`config.mk`:
```
export PLATFORM = sky130hd
export DESIGN_NAME = sbq_lane
export DESIGN_NICKNAME = d
export VERILOG_FILES = /design/src/hdl/stereo_biquad_eq_with_gain_defines.svh /design/src/hdl/sbq_pkg.sv /design/src/hdl/sbq_lane.sv
export SDC_FILE = /design/constraint.sdc
export NUM_CORES = 2
export LEC_CHECK = 0
export BUFFER_PORTS_ARGS = -buffer_cell sky130_fd_sc_hd__buf_2
export CORE_UTILIZATION = 30
export CTS_CLUSTER_SIZE = 28
export DETAILED_ROUTE_END_ITERATION = 10
export HOLD_SLACK_MARGIN = 0.02
export PLACE_DENSITY = 0.47
export SLEW_MARGIN = 40
export SYNTH_ARGS = -nofsm -noshare
export SYNTH_HDL_FRONTEND = slang
export SYNTH_SLANG_ARGS = --single-unit
```
`constraint.sdc`:
```
create_clock -name clk -period 17.1 [get_ports clk]
set_input_delay 5.13 -clock clk [delete_from_list [all_inputs] [get_ports clk]]
set_output_delay 5.13 -clock clk [all_outputs]
set_load 0.01 [all_outputs]
```
`src/hdl/stereo_biquad_eq_with_gain_defines.svh`:
```
// Assertion macros shared by the equalizer RTL.
`ifndef STEREO_BIQUAD_EQ_WITH_GAIN_DEFINES_SVH
`define STEREO_BIQUAD_EQ_WITH_GAIN_DEFINES_SVH
// Assert that an antecedent implies a consequent in the next cycle.
`define SBQ_ASSERT_NEXT(label, clk, rst_n, ante, cons, msg) \
    label: assert property (@(posedge clk) disable iff (!rst_n) (ante) |=> (cons)) \
        else $error(msg);
// Assert that an expression always holds out of reset.
`define SBQ_ASSERT_ALWAYS(label, clk, rst_n, expr, msg) \
    label: assert property (@(posedge clk) disable iff (!rst_n) (expr)) \
        else $error(msg);
`endif

```
`src/hdl/sbq_pkg.sv`:
```
// Package: types, constants and helpers of the stereo biquad equalizer.
package sbq_pkg;
    localparam int STAGES_DEF = 4;
    localparam int STAGES_MAX = 16;
    localparam logic [1:0] OP_SAMPLE = 2'd0;
    localparam logic [1:0] OP_COEF   = 2'd1;
    localparam logic [1:0] OP_CLEAR  = 2'd2;
    localparam logic [31:0] COEF_ONE = 32'h1000_0000;
    localparam logic signed [23:0] S24_MAX = 24'sh7FFFFF;
    localparam logic signed [23:0] S24_MIN = -24'sh800000;
    localparam int IN_W  = 72;   // op, left_in, right_in, filter_index, coef_slot, coef_value
    localparam int OUT_W = 32;

    typedef struct packed {
        logic        start;
        logic        clear;
        logic [3:0]  stage;
    } lane_ctl_t;

    // Saturate a 64-bit value to signed 32 bits.
    function automatic logic signed [31:0] sat32(input logic signed [63:0] v);
        if (v > 64'sd2147483647)
            return 32'sh7FFFFFFF;
        else if (v < -64'sd2147483648)
            return 32'sh80000000;
        else
            return v[31:0];
    endfunction
endpackage

```
`src/hdl/sbq_lane.sv`:
```
// One channel lane: cascade of biquads over one shared multiplier.
module sbq_lane #(
    parameter int STAGES = sbq_pkg::STAGES_DEF
) (
    input  logic                                    clk,
    input  logic                                    rst_n,
    input  sbq_pkg::lane_ctl_t                      ctl,
    input  logic signed [15:0]                      sample,
    input  logic signed [STAGES*5*32-1:0]           coefs,
    output logic                                    done,
    output logic signed [23:0]                      result
);
    import sbq_pkg::*;
    localparam int SW = (STAGES > 1) ? $clog2(STAGES) : 1;

    logic signed [23:0] x1_reg [STAGES];
    logic signed [23:0] x2_reg [STAGES];
    logic signed [31:0] y1_reg [STAGES];
    logic signed [31:0] y2_reg [STAGES];

    logic               busy_reg, busy_next;
    logic [SW-1:0]      st_reg, st_next;
    logic [2:0]         term_reg, term_next;
    logic               mul_v_reg;
    logic [2:0]         mul_t_reg;
    logic signed [63:0] prod_reg;
    logic signed [63:0] acc_reg;
    logic signed [23:0] x_reg;
    logic               fin_reg;
    logic               done_reg;
    logic signed [23:0] result_reg;

    logic [2:0]         t_sel;
    logic signed [31:0] c_sel;
    logic signed [31:0] d_sel;
    logic signed [63:0] term_val;
    logic signed [63:0] acc_sum;
    logic signed [63:0] tz;
    logic signed [23:0] out24;
    logic signed [31:0] y_new;

    // Terms 0..4 issue products; term 5 retires the stage so the next
    // stage reads its fresh input.
    always_comb
    begin
        t_sel = (term_reg > 3'd4) ? 3'd4 : term_reg;
        c_sel = coefs[(32'(st_reg)*5 + 32'(t_sel))*32 +: 32];
        unique case (t_sel)
            3'd0:    d_sel = 32'(x_reg);
            3'd1:    d_sel = 32'(x1_reg[st_reg]);
            3'd2:    d_sel = 32'(x2_reg[st_reg]);
            3'd3:    d_sel = y1_reg[st_reg];
            default: d_sel = y2_reg[st_reg];
        endcase
    end

    always_comb
    begin
        if (mul_t_reg >= 3'd3)
            term_val = -(prod_reg >>> 9);
        else
            term_val = prod_reg;
        acc_sum = acc_reg + term_val;
        // Truncate toward zero to sample units.
        if (acc_sum < 0)
            tz = -((-acc_sum) >>> 28);
        else
            tz = acc_sum >>> 28;
        if (tz > 64'(S24_MAX))
            out24 = S24_MAX;
        else if (tz < 64'(S24_MIN))
            out24 = S24_MIN;
        else
            out24 = tz[23:0];
        y_new = sat32(acc_sum >>> 19);
    end

    always_comb
    begin
        busy_next = busy_reg;
        st_next   = st_reg;
        term_next = term_reg;
        if (ctl.start)
        begin
            busy_next = 1'b1;
            st_next   = '0;
            term_next = '0;
        end
        else if (busy_reg)
        begin
            if (term_reg == 3'd5)
            begin
                term_next = '0;
                if (32'(st_reg) == STAGES - 1)
                    busy_next = 1'b0;
                else
                    st_next = st_reg + 1'b1;
            end
            else
                term_next = term_reg + 1'b1;
        end
    end

    always_ff @(posedge clk or negedge rst_n)
    begin
        if (!rst_n)
        begin
            busy_reg  <= 1'b0;
            st_reg    <= '0;
            term_reg  <= '0;
            mul_v_reg <= 1'b0;
            fin_reg   <= 1'b0;
            done_reg  <= 1'b0;
            for (int i = 0; i < STAGES; i++)
            begin
                x1_reg[i] <= '0;
                x2_reg[i] <= '0;
                y1_reg[i] <= '0;
                y2_reg[i] <= '0;
            end
        end
        else
        begin
            busy_reg  <= busy_next;
            st_reg    <= st_next;
            term_reg  <= term_next;
            mul_v_reg <= busy_reg && (term_reg != 3'd5);
            mul_t_reg <= term_reg;
            fin_reg   <= busy_reg && (term_reg == 3'd4) && (32'(st_reg) == STAGES - 1);
            done_reg  <= fin_reg;
            if (ctl.start)
                x_reg <= 24'(sample);
            if (busy_reg)
                prod_reg <= 64'(c_sel) * 64'(d_sel);
            if (ctl.clear)
            begin
                x1_reg[ctl.stage[SW-1:0]] <= '0;
                x2_reg[ctl.stage[SW-1:0]] <= '0;
                y1_reg[ctl.stage[SW-1:0]] <= '0;
                y2_reg[ctl.stage[SW-1:0]] <= '0;
            end
            if (mul_v_reg)
            begin
                if (mul_t_reg == 3'd0)
                    acc_reg <= prod_reg;
                else
                    acc_reg <= acc_sum;
                // Last term of a stage: retire history, hand output on.
                if (mul_t_reg == 3'd4)
                begin
                    x2_reg[st_reg] <= x1_reg[st_reg];
                    x1_reg[st_reg] <= x_reg;
                    y2_reg[st_reg] <= y1_reg[st_reg];
                    y1_reg[st_reg] <= y_new;
                    x_reg      <= out24;
                    result_reg <= out24;
                end
            end
        end
    end

    assign done   = done_reg;
    assign result = result_reg;
endmodule

```
# Yosys cells after proc, flatten, opt, wreduce, memory -nomap -nowiden
# Index checks and enable logic that the tools add are counted.
# Widths: inputs -> output; s select.
# op_classes
n_addsub,7
n_mul,2
magnitude_cmp,11
eq_ne,9
shifts,1
mux,59
n_bitwise,8
reduce_logical,13
# ops
operator,n
$mux 128,6
$shiftx 640x12->32,1
$mux 96,6
$mux 24,11
$and 128x128->128,2
$bwmux 128,2
$mux 32,8
$and 96x96->96,2
$bwmux 96,2
$mux 64,3
$bmux 32 s2,2
$demux 32 s2,2
$not 128->128,1
$pmux 32 s4,1
$bmux 24 s2,2
$demux 24 s2,2
$not 96->96,1
$add 64x64->64,1
$gt 64x24->1 const B,1
$lt 64x1->1 const B,1
$lt 64x24->1 const B,1
$mul 32x32->64,1
$neg 36->64,1
$neg 55->64,1
other kinds (26),49
# totals
reg_bits,636
input_bits,664
output_inout_bits,25
elab_cells,137

# Depth between registers and ports, before layout
# depth
word_depth,11
depth_mapped,48

# Least setup slack after synthesis
# Ideal clock, no wire load.
# synth_timing
path_kind,input port to flip-flop
from,input coefs[493]
to,register prod_reg[62] (data pin)
setup_time_ns,0.258
arrival_time_ns,13.718
required_time_ns,16.842
slack_ns,3.124
stages,35
n_path_buf,1
path_cell_list,mux4_2 -> mux4_2 -> a22o_1 -> clkbuf_1 -> nand2_1 -> fa_1 -> inv_1 -> fa_1 -> fa_1 -> fa_1 -> fa_1 -> inv_1 -> fa_1 -> inv_1 -> fa_1 -> inv_1 -> fa_1 -> inv_1 -> ha_1 -> a21o_1 -> a21o_1 -> a21oi_1 -> nand2_1 -> nor2_1 -> o21ai_0 -> a31oi_1 -> o21ai_0 -> a21oi_1 -> a211oi_1 -> o21ai_0 -> a31oi_1 -> a2111oi_0 -> o21ai_0 -> o22ai_1 -> xnor2_1
# synth_via
elab_chain_len,2
# synth_rtl
element,line,text
start: declaration,sbq_lane.sv:9,"input logic signed [STAGES*5*32-1:0] coefs,"
$shiftx 640x12->32,sbq_lane.sv:47,c_sel = coefs[(32'(st_reg)*5 + 32'(t_sel))*32 +: 32];
$mul 32x32->64,sbq_lane.sv:134,prod_reg <= 64'(c_sel) * 64'(d_sel);
end signal: assignment,sbq_lane.sv:134,
end: declaration,sbq_lane.sv:26,logic signed [63:0] prod_reg;
# Every way passes these cells.
# A chain may end at the register's enable or synchronous reset.

# Final worst setup path
# layout_timing
from,input coefs[484]
to,register prod_reg[62] (data pin)
# Same word-level chain as after synthesis.

==> flow_results.org <==
** Logic synthesis
- Most used flip-flop cell after synthesis :: sky130_fd_sc_hd__dfrtp_1
- Most frequent cells after synthesis :: sky130_fd_sc_hd__nand2_1 (1696), sky130_fd_sc_hd__inv_1 (1162), sky130_fd_sc_hd__fa_1 (1084)
- Counting flops with a built-in enable in the synthesized netlist gives 179.
- Synthesis produced 8163 cells.
- Synthesis-stage register bit count :: 636
- Post-synthesis average cell area :: 9.42 µm²
- Most area-hungry cell type in the Yosys netlist :: sky130_fd_sc_hd__fa_1
- Ys async rst share :: 0.719
- Share of the yosys chip area belonging to registers :: 0.219
- By area the synthesized netlist is led by sky130_fd_sc_hd__fa_1 (28%), sky130_fd_sc_hd__dfrtp_1 (15%), sky130_fd_sc_hd__mux4_2 (8.8%).
- Of the post-synthesis cell area, the dominant cell type holds 0.282.
- Area of the mapped netlist :: 0.0769 mm²
- Syn nets :: 10200
- Synth cell types :: 105
- Synthesis Warnings :: 0
- sky130_fd_sc_hd__nand2_1 is the most common cell in the netlist.

** Clock network
- Clock-pin slew on the worst setup and hold paths :: 0.05 ns
- Cts repair resizes :: 0
- TritonCTS built the clock tree.
- In this run the clock root is driven by a sky130_fd_sc_hd__clkbuf_16.
- Hold-fix buffers, CTS :: 0
- For this design, the sink count on the clock tree is 636.
- Insertion delay of the later-clocked pin in the worst-skew pair :: 0.72 ns
- Clock buffer count from CTS :: 79
- Number of buffers inserted by post-CTS setup repair :: 0
- No sink is reached through more buffers than the 3 on the longest clock path.
- # H-tree levels :: 3

** Finish
- Share of cells above drive strength 1 :: 0.168
- Total of fill cells in the finished design :: 26100
- After the last flow step, the layout net total stands at 10600.
- Area Growth Syn to Fin :: 13.5%
- Final design instance area without fill :: 0.0873 mm²
- For this run, the share of the core covered by cells in the final layout is 0.343.
- Excluding fillers, the count of instances in the completed layout stands at 12000.

** Floorplan
- The floorplan step set the die width to 508 µm.
- Placeable Area :: 0.254 mm²
- Die extent in y :: 508 µm
- Row cnt :: 185
- Pin placement for this block handled 689 I/O pins.
- Die Area :: 0.258 mm²
- Starting Density :: 0.302

** STA
- Fmax :: 65.2 MHz
- Setup violation total in the final timing report :: 0
- In this run the tightest slew margin relative to its limit is 0.367.
- Share of the clock period used by the worst path :: 0.897
- The count of endpoints failing hold in the final timing report came to 0.
- Slew of the pin with the lowest slew margin :: 0.942 ns
- Minimum clock period after layout :: 15.34 ns
- Setup tns final :: 0 ns
- Setup repair after global routing left no endpoint under its margin.
- Between clock sinks in the finished design, the worst skew comes to 0.0551 ns.
- The final count of pins violating max slew was 0.

** GRT
- The number of global-route vias before repair is 65700.
- Entering global routing, the biggest net connects 155 pins.
- Across every metal layer, demand over resource in global routing totals 0.252.
- Initial antenna violation count :: 150
- Remaining global-route overflow :: 0
- First-pass GRT wire length :: 474 mm

** Min path
- Hold Path Sink :: done
- Worst Hold Launch :: fin_reg
- Cell depth of the worst min-delay path :: 0
- Hold crit path type :: reg2reg

** Outcome
- The flow ran to the end, and the final reports show no timing, DRC or antenna violations.

** Route
- Router iterations before antenna repair :: 5
- WL/cell :: 27.0 µm
- In the routed layout, each cell is associated on average with a via count of 5.24.
- For this block, the initial DRC count from the detailed router was 5371.
- For this run, design rule violations remaining after detail routing come to 0.
- The routed layout has 63000 vias.
- Aggregate routed wire length :: 325 mm
- In this run the remaining antenna-violating nets after routing total 0.

** Placement
- Number of port buffers :: 686
- Summing all placed instances gives a cell area of 0.0842 mm².
- Placed wire-length estimate :: 256 mm
- Number of cells after detailed placement :: 11900
- The congestion estimate from routability-driven global placement came to 0.971.

** Setup path
- CP Data Required Time :: 17.52 ns
- In this run the register-to-register setup slack is 3.16 ns.
- The most numerous cell type found on the critical path is sky130_fd_sc_hd__fa_1.
- Worst reg2reg endpoint :: prod_reg[62]
- Cell count of the worst reg-to-reg path :: 43
- The critical path is of the in2reg type.
- On the critical path, the stage with the largest delay is an instance of sky130_fd_sc_hd__mux4_2.
- Data arrives at the worst endpoint at 15.76 ns.
- In this run the critical register-to-register path is launched from term_reg[2].
- Category of the worst setup path capture point :: register
- Critical Path Max Stage Delay :: 0.60 ns
- STA classifies the critical path startpoint as a primary input.
- Worst-path fanout max :: 14

** Run
- Across the run, the number of max-cap violations was 0.
[worst max path at each step]
stage	slack (ns)	end	startpoint
after floorplan	3.12	prod_reg[62]	coefs[493]
after global placement	1.00	prod_reg[62]	coefs[70]
after detailed placement	1.19	prod_reg[62]	coefs[462]
after CTS	1.86	prod_reg[62]	coefs[462]
after global routing	1.02	prod_reg[62]	coefs[462]
final	1.76	prod_reg[62]	coefs[484]
[area by class of cell]
class	count	area (µm²)	area share
Clock buffer	106	2280	0.0261
Clock inverter	41	602	0.00689
Multi-Input combinational cell	5838	54000	0.619
Sequential cell	636	16800	0.193
Tap cell	3366	4210	0.0482
Inverter	1164	4370	0.0500
Antenna cell	37	92.6	0.00106
Timing Repair Buffer	852	4910	0.0562
[per-layer routing]
| metal | global-route usage | wire length (µm) |
|---|---|---|
| met4 | 0.0530 | 7470 |
| met1 | 0.360 | 147000 |
| met2 | 0.411 | 151000 |
| met3 | 0.0248 | 18400 |
| met5 | 0 | 35 |
[cells in the final DEF, fill, tap and decap left out, types with 21 or more instances in the layout]
cell type                   instances
sky130_fd_sc_hd__nor3_1            63
sky130_fd_sc_hd__o21ai_0          306
sky130_fd_sc_hd__nor4_1            21
sky130_fd_sc_hd__o211ai_1          36
sky130_fd_sc_hd__o21bai_1          26
sky130_fd_sc_hd__nor2b_1          172
sky130_fd_sc_hd__xor2_1            69
sky130_fd_sc_hd__a22oi_1           38
sky130_fd_sc_hd__or3_1             34
sky130_fd_sc_hd__clkbuf_16         83
sky130_fd_sc_hd__a21oi_1          170
sky130_fd_sc_hd__edfxtp_1         179
sky130_fd_sc_hd__nand3_1          502
sky130_fd_sc_hd__xnor2_1          126
sky130_fd_sc_hd__nor2_1           200
sky130_fd_sc_hd__a21o_1            81
sky130_fd_sc_hd__fa_1            1083
sky130_fd_sc_hd__a22o_1            27
sky130_fd_sc_hd__buf_2            685
sky130_fd_sc_hd__nand2_1         1691
sky130_fd_sc_hd__mux2_2            25
sky130_fd_sc_hd__and2_1           107
sky130_fd_sc_hd__ha_1             257
sky130_fd_sc_hd__dfrtp_1          454
sky130_fd_sc_hd__mux4_2           302
sky130_fd_sc_hd__nand4_1           29
sky130_fd_sc_hd__buf_4            137
sky130_fd_sc_hd__inv_1           1162
sky130_fd_sc_hd__mux2i_1           33
sky130_fd_sc_hd__o21a_1            32
sky130_fd_sc_hd__and3_1            31
sky130_fd_sc_hd__diode_2           37
sky130_fd_sc_hd__nand2b_1          44
sky130_fd_sc_hd__or2_2             27
[through the flow]
stage / worst slack, ns / hold slack (ns)
floorplan: 3.12 / 0.331
global placement: 1.00 / 0.346
detailed placement: 1.19 / 0.345
CTS: 1.86 / 0.356
global route: 1.02 / 0.361
finish: 1.76 / 0.353
[critical path: cells and delay by family]
kind,cells,cell delay (ns)
adder cells (fa/ha/maj),9,4.14
AO/OA/AOI/OAI,14,3.90
multiplexers,2,1.19
buffers and inverters,7,0.94
AND/OR/NAND/NOR,3,0.34
XOR/XNOR,1,0.08
[logic make-up after synthesis]
logic type | after synthesis | share of synthesized area
xor gates and xnor gates | 201 | 0.0229
DFF | 636 | 0.219
adders and majority gates | 1343 | 0.324
muxes | 360 | 0.0964
buffers and inverters | 1689 | 0.0831
AOI/OAI and AO/OA | 925 | 0.0789
and+or+nand+nor | 3009 | 0.176
Power is not shown: default switching activity piles up to over one toggle a cycle in this logic, so the estimate is an artifact.
