### config.mk
export PLATFORM = sky130hd
export DESIGN_NAME = sbq_gain
export DESIGN_NICKNAME = d
export VERILOG_FILES = /design/src/hdl/stereo_biquad_eq_with_gain_defines.svh /design/src/hdl/sbq_pkg.sv /design/src/hdl/sbq_gain.sv
export SDC_FILE = /design/constraint.sdc
export NUM_CORES = 1
export LEC_CHECK = 0
export ABC_AREA = 1
export BUFFER_PORTS_ARGS = -buffer_cell sky130_fd_sc_hd__clkbuf_2
export CAP_MARGIN = 20
export CORE_ASPECT_RATIO = 1.2
export CORE_MARGIN = 4
export CORE_UTILIZATION = 35
export DETAILED_ROUTE_END_ITERATION = 7
export PLACE_DENSITY_LB_ADDON = 0.1
export REMOVE_ABC_BUFFERS = 1
export SYNTH_ARGS = -nofsm -noshare
export SYNTH_HDL_FRONTEND = slang
export SYNTH_SLANG_ARGS = --single-unit
export TNS_END_PERCENT = 1
### constraint.sdc
create_clock -name clk -period 7.8 [get_ports clk]
set_clock_uncertainty 0.05 [all_clocks]
set_input_delay 0.78 -clock clk [delete_from_list [all_inputs] [get_ports clk]]
set_output_delay 0.78 -clock clk [all_outputs]
set_load 0.01 [all_outputs]
### src/hdl/stereo_biquad_eq_with_gain_defines.svh
// Assertion macros shared by the equalizer RTL.
`ifndef STEREO_BIQUAD_EQ_WITH_GAIN_DEFINES_SVH
`define STEREO_BIQUAD_EQ_WITH_GAIN_DEFINES_SVH
// Assert that an antecedent implies a consequent in the next cycle.
`define SBQ_ASSERT_NEXT(label, clk, rst_n, ante, cons, msg) \
    label: assert property (@(posedge clk) disable iff (!rst_n) (ante) |=> (cons)) \
        else $error(msg);
// Assert that an expression always holds out of reset.
`define SBQ_ASSERT_ALWAYS(label, clk, rst_n, expr, msg) \
    label: assert property (@(posedge clk) disable iff (!rst_n) (expr)) \
        else $error(msg);
`endif

### src/hdl/sbq_pkg.sv
// Package: types, constants and helpers of the stereo biquad equalizer.
package sbq_pkg;
    localparam int STAGES_DEF = 4;
    localparam int STAGES_MAX = 16;
    localparam logic [1:0] OP_SAMPLE = 2'd0;
    localparam logic [1:0] OP_COEF   = 2'd1;
    localparam logic [1:0] OP_CLEAR  = 2'd2;
    localparam logic [31:0] COEF_ONE = 32'h1000_0000;
    localparam logic signed [23:0] S24_MAX = 24'sh7FFFFF;
    localparam logic signed [23:0] S24_MIN = -24'sh800000;
    localparam int IN_W  = 72;   // op, left_in, right_in, filter_index, coef_slot, coef_value
    localparam int OUT_W = 32;

    typedef struct packed {
        logic        start;
        logic        clear;
        logic [3:0]  stage;
    } lane_ctl_t;

    // Saturate a 64-bit value to signed 32 bits.
    function automatic logic signed [31:0] sat32(input logic signed [63:0] v);
        if (v > 64'sd2147483647)
            return 32'sh7FFFFFFF;
        else if (v < -64'sd2147483648)
            return 32'sh80000000;
        else
            return v[31:0];
    endfunction
endpackage

### src/hdl/sbq_gain.sv
// Merge stage: per-channel volume/balance gain and 16-bit saturation.
module sbq_gain (
    input  logic                clk,
    input  logic                rst_n,
    input  logic                go,
    input  logic [7:0]          volume,
    input  logic signed [5:0]   balance,
    input  logic signed [23:0]  left_s,
    input  logic signed [23:0]  right_s,
    output logic                done,
    output logic signed [15:0]  left_out,
    output logic signed [15:0]  right_out
);
    import sbq_pkg::*;

    logic [7:0]         vol;
    logic signed [5:0]  b;
    logic [8:0]         base;
    logic [13:0]        bs;
    logic [8:0]         gl, gr;
    logic signed [9:0]  gl_reg, gr_reg;
    logic signed [23:0] ls_reg, rs_reg;
    logic               v1_reg, done_reg;
    logic signed [15:0] lo_reg, ro_reg;
    logic signed [33:0] pl, pr;

    function automatic logic signed [15:0] sat16(input logic signed [33:0] p);
        logic signed [33:0] v;
        v = p >>> 8;
        if (v > 34'sd32767)
            return 16'sh7FFF;
        else if (v < -34'sd32768)
            return 16'sh8000;
        else
            return v[15:0];
    endfunction

    always_comb
    begin
        vol  = (volume > 8'd254) ? 8'd254 : volume;
        b    = (balance < -6'sd16) ? -6'sd16 : ((balance > 6'sd16) ? 6'sd16 : balance);
        // vol*256/254 is vol + vol/127, and vol/127 is 0, 1 or 2 here.
        base = 9'(vol) + ((vol >= 8'd254) ? 9'd2 : ((vol >= 8'd127) ? 9'd1 : 9'd0));
        gl   = base;
        gr   = base;
        bs   = '0;
        if (b < 0)
        begin
            bs = 14'(base) * 14'(6'sd16 + b);
            gr = bs[12:4];
        end
        else if (b > 0)
        begin
            bs = 14'(base) * 14'(6'sd16 - b);
            gl = bs[12:4];
        end
        pl = 34'(ls_reg) * 34'(gl_reg);
        pr = 34'(rs_reg) * 34'(gr_reg);
    end

    always_ff @(posedge clk or negedge rst_n)
    begin
        if (!rst_n)
        begin
            v1_reg   <= 1'b0;
            done_reg <= 1'b0;
        end
        else
        begin
            v1_reg   <= go;
            done_reg <= v1_reg;
            if (go)
            begin
                ls_reg <= left_s;
                rs_reg <= right_s;
                gl_reg <= 10'(gl);
                gr_reg <= 10'(gr);
            end
            if (v1_reg)
            begin
                lo_reg <= sat16(pl);
                ro_reg <= sat16(pr);
            end
        end
    end

    assign done      = done_reg;
    assign left_out  = lo_reg;
    assign right_out = ro_reg;
endmodule
-- Yosys cells after proc, flatten, opt, wreduce, memory -nomap -nowiden
Cells that the tools add are included.
- register bits: 100
- input bits: 65
- output and inout bits: 33
- add/sub/neg operators: 3
- multiply operators: 4
- order comparisons: 11
- mux-type cells: 10
- reductions and logical operators: 2
- operator list (cell ; number):
    24-bit by 10-bit multiplier with 34-bit output ; 2
    26-bit by 16-bit greater-than comparator with 1-bit output, second input constant ; 2
    26-bit by 16-bit less-than comparator with 1-bit output, second input constant ; 2
    16-bit two-way mux ; 2
    9-bit two-way mux ; 3
    10-bit by 7-bit multiplier with 13-bit output ; 2
    6-bit two-way mux ; 2
    8-bit by 2-bit adder with 9-bit output ; 1
    8-bit by 7-bit greater-or-equal comparator with 1-bit output, second input constant ; 1
    8-bit greater-or-equal comparator, second input constant ; 1
    8-bit greater-than comparator, second input constant ; 1
    8-bit two-way mux ; 1
    6-bit by 6-bit adder with 7-bit output, first input constant ; 1
    6-bit by 6-bit subtractor with 7-bit output, first input constant ; 1
    6-bit by 1-bit greater-than comparator with 1-bit output, second input constant ; 1
    6-bit greater-than comparator, second input constant ; 1
    6-bit by 1-bit less-than comparator with 1-bit output, second input constant ; 1
    6-bit by 5-bit less-than comparator with 1-bit output, second input constant ; 1
    2-bit AND reduction ; 2
    2-bit two-way mux ; 1
    1-bit two-way mux ; 1

-- Depth between registers and ports, before layout
Gate-level depths: netlist of the first run.
- depth in word-level cells: 9
- depth in mapped cells: 32
- gate-level depth less buffers: 31

-- Worst setup path before layout of the first run
OpenSTA, ideal clock, no wires.
- path kind: input port to flip-flop
- from: input port volume[3]
- to: register gl_reg[7], data pin
- arrival: 6160 ps
- data required time: 7484 ps
- path slack: 1324 ps
- stages: 29
- path buffers: 1
- cells stage by stage: nand2_1 nor4_1 nor2_1 ha_1 fa_1 inv_1 o21ai_0 nand2_1 clkbuf_1 nor2_1 fa_1 inv_1 fa_1 inv_1 fa_1 inv_1 fa_1 inv_1 ha_1 a21oi_1 nand2_1 nand2_1 nand2_1 a21oi_1 o21bai_1 a21oi_1 xnor2_1 nand2_1 o21ai_0
- word-level cells in the longest chain between the ends: 9
- ends and longest elaborated chain (what ; line ; source):
    start, declared ; sbq_gain.sv:6 ; input logic [7:0] volume,
    8-bit greater-than comparator ; sbq_gain.sv:40 ; vol = (volume > 8'd254) ? 8'd254 : volume;
    8-bit two-way mux * ; sbq_gain.sv:40 ;
    8-bit by 7-bit greater-or-equal comparator with 1-bit output ; sbq_gain.sv:43 ; base = 9'(vol) + ((vol >= 8'd254) ? 9'd2 : ((vol >= 8'd127) ? 9'd1 : 9'd0));
    1-bit two-way mux ; sbq_gain.sv:43 ;
    2-bit two-way mux ; sbq_gain.sv:43 ;
    8-bit by 2-bit adder with 9-bit output * ; sbq_gain.sv:43 ;
    10-bit by 7-bit multiplier with 13-bit output ; sbq_gain.sv:54 ; bs = 14'(base) * 14'(6'sd16 - b);
    9-bit two-way mux ; sbq_gain.sv:52 ; else if (b > 0)
    9-bit two-way mux * ; sbq_gain.sv:47 ; if (b < 0)
    named net gl[7] ; sbq_gain.sv:20 ; logic [8:0] gl, gr;
    end signal, assigned ; sbq_gain.sv:76 ; gl_reg <= 10'(gl);
    end, declared ; sbq_gain.sv:21 ; logic signed [9:0] gl_reg, gr_reg;
The timed path passes the listed nets; every way through them passes the cells marked *.
A chain may end at the register's enable or synchronous reset.

-- Worst setup path in the final report of the first run
- from: input port volume[2]
- to: register gl_reg[8], data pin
The elaborated chain is that of the path after synthesis.

==> flow_summary.ini, run 1 <==
[yosys]
yosys_register_bits = 100
synth_enable_flop_cells = 98
synth_cell_types = 45
synth.avg_cell_area_sq_um = 7.53
ys.warnings.count = 0
syn-instance-count = 3218
syn-cell-area_sq_um = 24200
seq_area_frac_synth_pct = 12.4
synthArstFlopShare_pct = 2.00
synth-main-ff-cell = edfxtp_1

[timing]
setup_violations = 0
timing.fmax_ghz = 0.147
min_period_over_period_pct = 87.2
fin_tns_setup_ns = 0
timing.final.hold_violations = 0
worst_pin_slew_ns = 1.11
final_period_minus_worst_setup_slack_ns = 6.80
timing_max_transition_violations_final = 0
relSlewSlack_pct = 26.3
rsz0062_at_grt = no

[final_layout]
final_area_sq_um = 25900
layout-area-overhead-vs-synth_pct = 7.11
layout.nets = 3933
final_core_utilization_pct = 37.9
insertedDiodeCount = 0
layout-drive-gt1-share_pct = 5.53
final.fill_count = 7275
regArea_sq_um = 2990
multi_input_logic_area_sq_um = 17300
instances_no_fill = 4165

[worst_setup_path]
crit_path_max_fanout = 11
criticalPathCategory = in -> reg
max_stage_delay_ns = 0.63
critical-path-top-cell-by-count = nand2_1
critPathSlowestCell = nor4_1
path_delay_family = adder cells
worst_setup_path_end_kind = flip-flop
critPathBufInv = 6
required_ns = 7.90
wp_data_arrival_ns = 6.90
critical_path.startpoint_type = input port
timing.reg2reg.setup_slack_ns = 1.34

[global_route]
grt_usage_pct = 18.0
grt_pass1_wl_um = 106000
grt_pass1_vias = 21000
grt_start_max_net_pins = 67
antenna_found_initial = 0
global_route.overflow_total = 0

[clock_network]
clk_pin_slew_worst_paths_ns = 0.08
cts.root.buffer_cell = clkbuf_16
tritoncts_clock_tree = done
clock_sink_count = 100
ctsResizeCount = 0
post-cts-setup-buffers = 0
cts_made_buffers = 9
clock_tree.htree_level_count = 3
clkLatencyLatePin_ns = 0.41
ctsHoldBuffers = 0
clock_path_buffers = 2

[drt]
routed-via-count = 18900
post_drt_wl_per_cell_um = 15.1
routedLengthMet1_um = 27100
detailedRoute.firstPassIterationCount = 5
drt_initial_violations = 875
met2RoutedLength_um = 32900
maxUsedRoutingLayer = met4
wl_um = 62800
drc_errors = 0
drt-vias-per-instance = 4.54
met3_wirelength_um = 1610
drt.antenna.violating_nets = 0

[run_status]
run_status = finished, final reports clean

[job]
maxCapViolations = 0

[min_path]
hold_path_class = in -> async

[placement]
place_congestion = 0.929
dp.cells = 4148
post_dp_cell_area_sq_um = 25600
portBuffers = 97
hpwl_um = 53200

[floorplanning]
design.portCount = 98
row_count = 105
initial_utilization_pct = 35.4
die_width_um = 248
floorplan.core_area_sq_um = 68400
die-height_um = 296
die_area_sq_um = 73500
## path summary, 6_finish.rpt
path,startpoint,to,depth (start not counted)
max,volume[2],gl_reg[8],29
min,rst_n,v1_reg,1
max reg2reg,gr_reg[3],right_out[3],22
min reg2reg,v1_reg,done,0
max in group asynchronous,rst_n,done,1
min in group clk,v1_reg,done,0
## worst register-to-register path, delay by kind of cell, from the launching register on
family	cells	cell delay, ns
buffers and inverters	4	0.21
flip-flops	1	1.01
adder cells (fa/ha/maj)	6	2.98
XOR/XNOR	1	0.23
AO/OA/AOI/OAI	3	0.68
AND/OR/NAND/NOR	8	1.06
## area by class of cell
cell class | count | area share, %
clock buffers | 9 | 0.868
clock inverters | 7 | 0.458
flip-flops and latches | 100 | 11.5
multi-input cells | 2086 | 66.7
well taps | 909 | 4.38
repair buffers | 117 | 2.53
inverters | 937 | 13.6
## Yosys cell counts (3+ instances only)
library cell / instances / area [sq um]
edfxtp_1: 98 / 2940
buf_4: 4 / 30.0
nand2_2: 26 / 163
clkbuf_1: 85 / 319
a31oi_1: 8 / 50.1
nand2_1: 921 / 3460
buf_2: 5 / 25.0
nand3_1: 60 / 300
nor4_1: 5 / 31.3
nor2_2: 4 / 25.0
o22ai_1: 4 / 25.0
nand4_1: 10 / 62.6
inv_2: 5 / 18.8
xor2_1: 34 / 298
or2_2: 3 / 18.8
xnor2_1: 23 / 201
inv_1: 930 / 3490
and2_1: 3 / 18.8
nand3b_1: 10 / 75.1
a21oi_1: 78 / 390
nor2_1: 196 / 736
buf_6: 3 / 33.8
fa_1: 423 / 8470
ha_1: 194 / 2430
o21ai_0: 44 / 220
nor3_1: 7 / 35.0
o21bai_1: 11 / 82.6
## through the flow
| step | hold slack (ns) | worst slack, ns |
|---|---|---|
| 3_3_place_gp | 0.311 | 0.697 |
| 6_report | 0.115 | 1.00 |
| 3_5_place_dp | 0.327 | 0.569 |
| 4_1_cts | 0.0791 | 0.995 |
| 2_1_floorplan | 0.304 | 1.33 |
| 5_1_grt | 0.0880 | 0.483 |
## metal layers
metal  track usage, %  vias up
met5                0        -
met4             4.08        0
met3             1.69       71
met2             33.8      283
met1             22.3     9265
li1                 -     9300
## placed cells by master, fill, tap and decap left out, types with 11 or more instances in the layout
master,synthesis,routed
nand3_1,60,60
nor2_1,196,196
o21bai_1,11,11
inv_1,930,929
xor2_1,34,34
fa_1,423,423
o21ai_0,44,44
edfxtp_1,98,98
nand2_2,26,26
ha_1,194,194
xnor2_1,23,23
clkbuf_2,0,97
a21oi_1,78,78
buf_4,4,19
nand2_1,921,921
## logic make-up (layout without fill, tap and decap cells)
group           count (synthesis)  in the layout  share of synthesized area, %
simple gates                 1253           1253                          20.7
buf+inv                      1037           1070                          16.3
fa+ha+maj                     617            617                          45.0
compound gates                150            150                          3.33
flops                         100            100                          12.4
xor+xnor                       59             59                          2.24
other cells                     2              7                        0.0310
Power of run 1 is left out: the tool's default activity adds up to more than one toggle a clock period on the data nets, which glitch-free logic cannot reach.
==> inputs of run 2 (changes only) <==
Settings changed: PLACE_DENSITY_LB_ADDON 0.1 to not set.
==> run 2 against run 1 <==
Against the previous run:
- register-to-register slack improved by 0.07 ns
- via count decreased by 1.7%
- die area unchanged
- count of clock-buffer cells in the layout unchanged
- utilization decreased by 0.14 points
- critical path depth unchanged
- sequential share of layout area about the same
- fmax increased by 0.80%
- routed wire length decreased by 9.9%
- critical endpoint unchanged
- final cell count decreased by 0.12%
- setup slack improved by 0.054 ns
- global-route usage decreased by 1.5 points
- largest cell class unchanged
==> flow_summary.ini, run 2 (synthesis gave the netlist of run 1 again) <==
[clock_network]
cts_made_buffers = 9
ctsResizeCount = 0
ctsHoldBuffers = 0
clock_path_buffers = 2
clock_tree.htree_level_count = 3
clk_pin_slew_worst_paths_ns = 0.09
cts.root.buffer_cell = clkbuf_16
tritoncts_clock_tree = done
post-cts-setup-buffers = 0
clock_sink_count = 100
clkLatencyLatePin_ns = 0.40

[drt]
drc_errors = 0
wl_um = 56600
drt_initial_violations = 759
post_drt_wl_per_cell_um = 13.6
drt.antenna.violating_nets = 0
routed-via-count = 18600
detailedRoute.firstPassIterationCount = 5
drt-vias-per-instance = 4.47

[global_route]
antenna_found_initial = 0
global_route.overflow_total = 0
grt_usage_pct = 16.5
grt_pass1_vias = 20100
grt_start_max_net_pins = 58
grt_pass1_wl_um = 97600

[floorplanning]
initial_utilization_pct = 35.4
die_width_um = 248
design.portCount = 98
floorplan.core_area_sq_um = 68400
die_area_sq_um = 73500
row_count = 105
die-height_um = 296

[timing]
fin_tns_setup_ns = 0
timing.final.hold_violations = 0
relSlewSlack_pct = 27.4
rsz0062_at_grt = no
timing.final.ws_setup_ns = 1.06
final_period_minus_worst_setup_slack_ns = 6.74
setup_violations = 0
min_period_over_period_pct = 86.5
worst_pin_slew_ns = 1.09
timing.fmax_ghz = 0.148
timing_max_transition_violations_final = 0

[worst_setup_path]
required_ns = 7.92
critical_path.startpoint_type = input port
reg_to_reg_end = right_out[0]
max_stage_delay_ns = 0.63
critical-path-top-cell-by-count = nand2_1
critical_path.reg2reg.startpoint = gr_reg[2]
worst_setup_path_end_kind = flip-flop
critPathSlowestCell = nor4_1
crit_path_max_fanout = 11
timing.reg2reg.setup_slack_ns = 1.41
critPathCapture = gl_reg[8]
criticalPathCategory = in -> reg
wp_data_arrival_ns = 6.86
worstRegToRegCells = 23
cp-startpoint = volume[2]

[placement]
place_congestion = 0.868
portBuffers = 97
dp.cells = 4145
detailedPlace.worstSlack_ns = 0.605
hpwl_um = 47800

[final_layout]
layout-area-overhead-vs-synth_pct = 6.71
layout.cells.most_common_list = inv_1, nand2_1, fa_1, nor2_1, ha_1
instances_no_fill = 4160
multi_input_logic_area_sq_um = 17300
insertedDiodeCount = 0
layout-drive-gt1-share_pct = 5.38
layout.cells.most_common = inv_1
final.fill_count = 7145
regArea_sq_um = 2990
layout.nets = 3929

[run_status]
run_status = finished, final reports clean

[min_path]
hold_path_class = in -> async

[job]
maxCapViolations = 0
==> run 2: cell types whose count changed in the layout (fill, tap and decap cells not counted), sizes merged <==
cell,before,now
buf,20,16
bufinv,2,1
clkinv,5,4
clkinvlp,0,1
==> run 2: worst min-delay path by stage <==
stage | end | slack, ns | cells past startpoint
6_report | v1_reg | 0.11 | 1
5_1_grt | v1_reg | 0.08 | 1
4_1_cts | v1_reg | 0.07 | 1
3_5_place_dp | done | 0.32 | 0
3_3_place_gp | done | 0.31 | 0
2_1_floorplan | done | 0.30 | 0
==> run 2: routing by layer <==
layer | wire length [um] | global-route usage (%) | share of wire [%] | vias to the layer above
li1 | - | - | - | 9280
met1 | 23300 | 19.1 | 41 | 8941
met2 | 30300 | 31.8 | 53 | 297
met3 | 1500 | 1.83 | 2.7 | 85
met4 | 1490 | 4.97 | 2.6 | 0
met5 | 0 | 0 | 0 | -
==> run 2: worst max-delay path, delay by kind of cell <==
family	cells	cell delay, ns
compound gates	3	0.44
buf+inv	6	0.60
simple gates	13	1.96
fa+ha+maj	7	3.07
==> run 2: stage by stage <==
stage	instance area (sq um)	hold WS [ns]	utilization, %
after detailed placement	25500	0.325	37.3
after global routing	25800	0.0812	37.8
final	25800	0.108	37.8
after CTS	25800	0.0739	37.8
after global placement	25500	0.310	37.3
after floorplan	23800	0.304	-
==> run 2: cell type report <==
| class | count | area share [%] |
|---|---|---|
| flip-flops and latches | 100 | 11.6 |
| clock buffers | 9 | 0.872 |
| clock inverters | 6 | 0.276 |
| multi-input cells | 2086 | 66.9 |
| repair buffers | 113 | 2.34 |
| inverters | 937 | 13.6 |
| well taps | 909 | 4.40 |
Power of run 2 is left out for the same reason.
==> inputs of run 3 (changes only) <==
Settings changed: CORE_ASPECT_RATIO 1.2 to 0.7.
==> run 3 against run 2 <==
Against the previous run:
- register-to-register slack improved by 0.03 ns
- final cell count shrank 0.12%
- routed wire length rose by 5.0%
- final area about the same
- die area about the same
- critical endpoint is now gr_reg[7]
- hold slack gained 0.028 ns
- fmax increased by 0.36%
- utilization grew 0.063 points
- first-iteration DRC count rose by 79%
- critical path type unchanged
==> flow_summary.ini, run 3 (synthesis gave the netlist of run 1 again) <==
[worst_setup_path]
required_ns = 7.87
criticalPathCategory = in -> reg
cp-startpoint = volume[5]
critPathBufInv = 7
worst_setup_path_end_kind = flip-flop
critPathSlowestCell = nor4_1
critical_path.startpoint_type = input port
critical_path.reg2reg.startpoint = gl_reg[2]
max_stage_delay_ns = 0.57
path_delay_family = adder cells
crit_path_max_fanout = 7
wp_data_arrival_ns = 6.79

[clock_network]
post-cts-setup-buffers = 0
ctsHoldBuffers = 0
ctsResizeCount = 0
cts.root.buffer_cell = clkbuf_16
clock_tree.htree_level_count = 3
clock_path_buffers = 2
clk_pin_slew_worst_paths_ns = 0.07
clock_sink_count = 100
clkLatencyLatePin_ns = 0.40
tritoncts_clock_tree = done
cts_made_buffers = 9

[final_layout]
final_area_sq_um = 25900
layout-drive-gt1-share_pct = 5.38
final.fill_count = 7199
layout.nets = 3930
layout.cells.most_common = inv_1
layout-area-overhead-vs-synth_pct = 6.76
layout.cells.most_common_list = inv_1, nand2_1, fa_1, nor2_1, ha_1
regArea_sq_um = 2990
multi_input_logic_area_sq_um = 17300
insertedDiodeCount = 0

[drt]
routed-via-count = 18700
detailedRoute.firstPassIterationCount = 5
wl_um = 59400
drt.antenna.violating_nets = 0
drt_initial_violations = 1362
drc_errors = 0
drt-vias-per-instance = 4.51
post_drt_wl_per_cell_um = 14.3

[floorplanning]
row_count = 80
die_area_sq_um = 73500
die-height_um = 228
die_width_um = 322
floorplan.core_area_sq_um = 68400
design.portCount = 98
initial_utilization_pct = 35.4

[placement]
portBuffers = 97
post_dp_cell_area_sq_um = 25500
hpwl_um = 50300
place_congestion = 0.943

[timing]
relSlewSlack_pct = 25.4
whs_ns = 0.136
min_period_over_period_pct = 86.2
worst_pin_slew_ns = 1.12
setup_violations = 0
timing_max_transition_violations_final = 0
fin_tns_setup_ns = 0
rsz0062_at_grt = no
timing.fmax_ghz = 0.149
final_period_minus_worst_setup_slack_ns = 6.72
timing.final.hold_violations = 0

[global_route]
grt_pass1_vias = 19200
antenna_found_initial = 2
global_route.overflow_total = 0
grt_start_max_net_pins = 67
grt_usage_pct = 17.0
grt_pass1_wl_um = 101000

[job]
maxCapViolations = 0

[min_path]
hold_path_class = in -> async

[run_status]
run_status = finished, final reports clean
## run 3: changes by cell type in the layout (fill, tap and decap cells not counted), sizes merged
cell    delta
buf        +1
bufinv     -1
clkbuf     +1
clkinv     +2
inv        -1
## run 3: stage by stage
| stage | utilization, % | std cells | setup WS (ns) |
|---|---|---|---|
| after floorplan | - | 3123 | 1.33 |
| after global placement | 37.3 | 4136 | 0.772 |
| after detailed placement | 37.3 | 4136 | 0.675 |
| after CTS | 37.7 | 4152 | 1.10 |
| after global routing | 37.8 | 4155 | 0.549 |
| final | 37.8 | 4155 | 1.08 |
## run 3: worst paths after layout
check,cells after the start,slack [ns],end
worst max-delay path,30,1.08,gr_reg[7]
worst min-delay path,1,0.14,done
worst max register to register,24,1.44,left_out[3]
worst min register to register,0,0.33,done
max in group asynchronous,1,7.45,v1_reg
min in group clk,0,0.33,done
## run 3: per-layer routing
layer / GRT usage, % / part of all wire, %
met5: 0 / 0
met3: 2.14 / 5.8
met4: 2.22 / 0.56
met1: 27.8 / 54
met2: 24.1 / 39
## run 3: cell type report
class,instances,area share [%]
inverter,937,13.6
sequential,100,11.6
timing repair buffer,114,2.51
tap,902,4.37
multi-input combinational,2086,66.9
clock buffer,10,0.886
clock inverter,6,0.179
Power of run 3 is left out for the same reason.
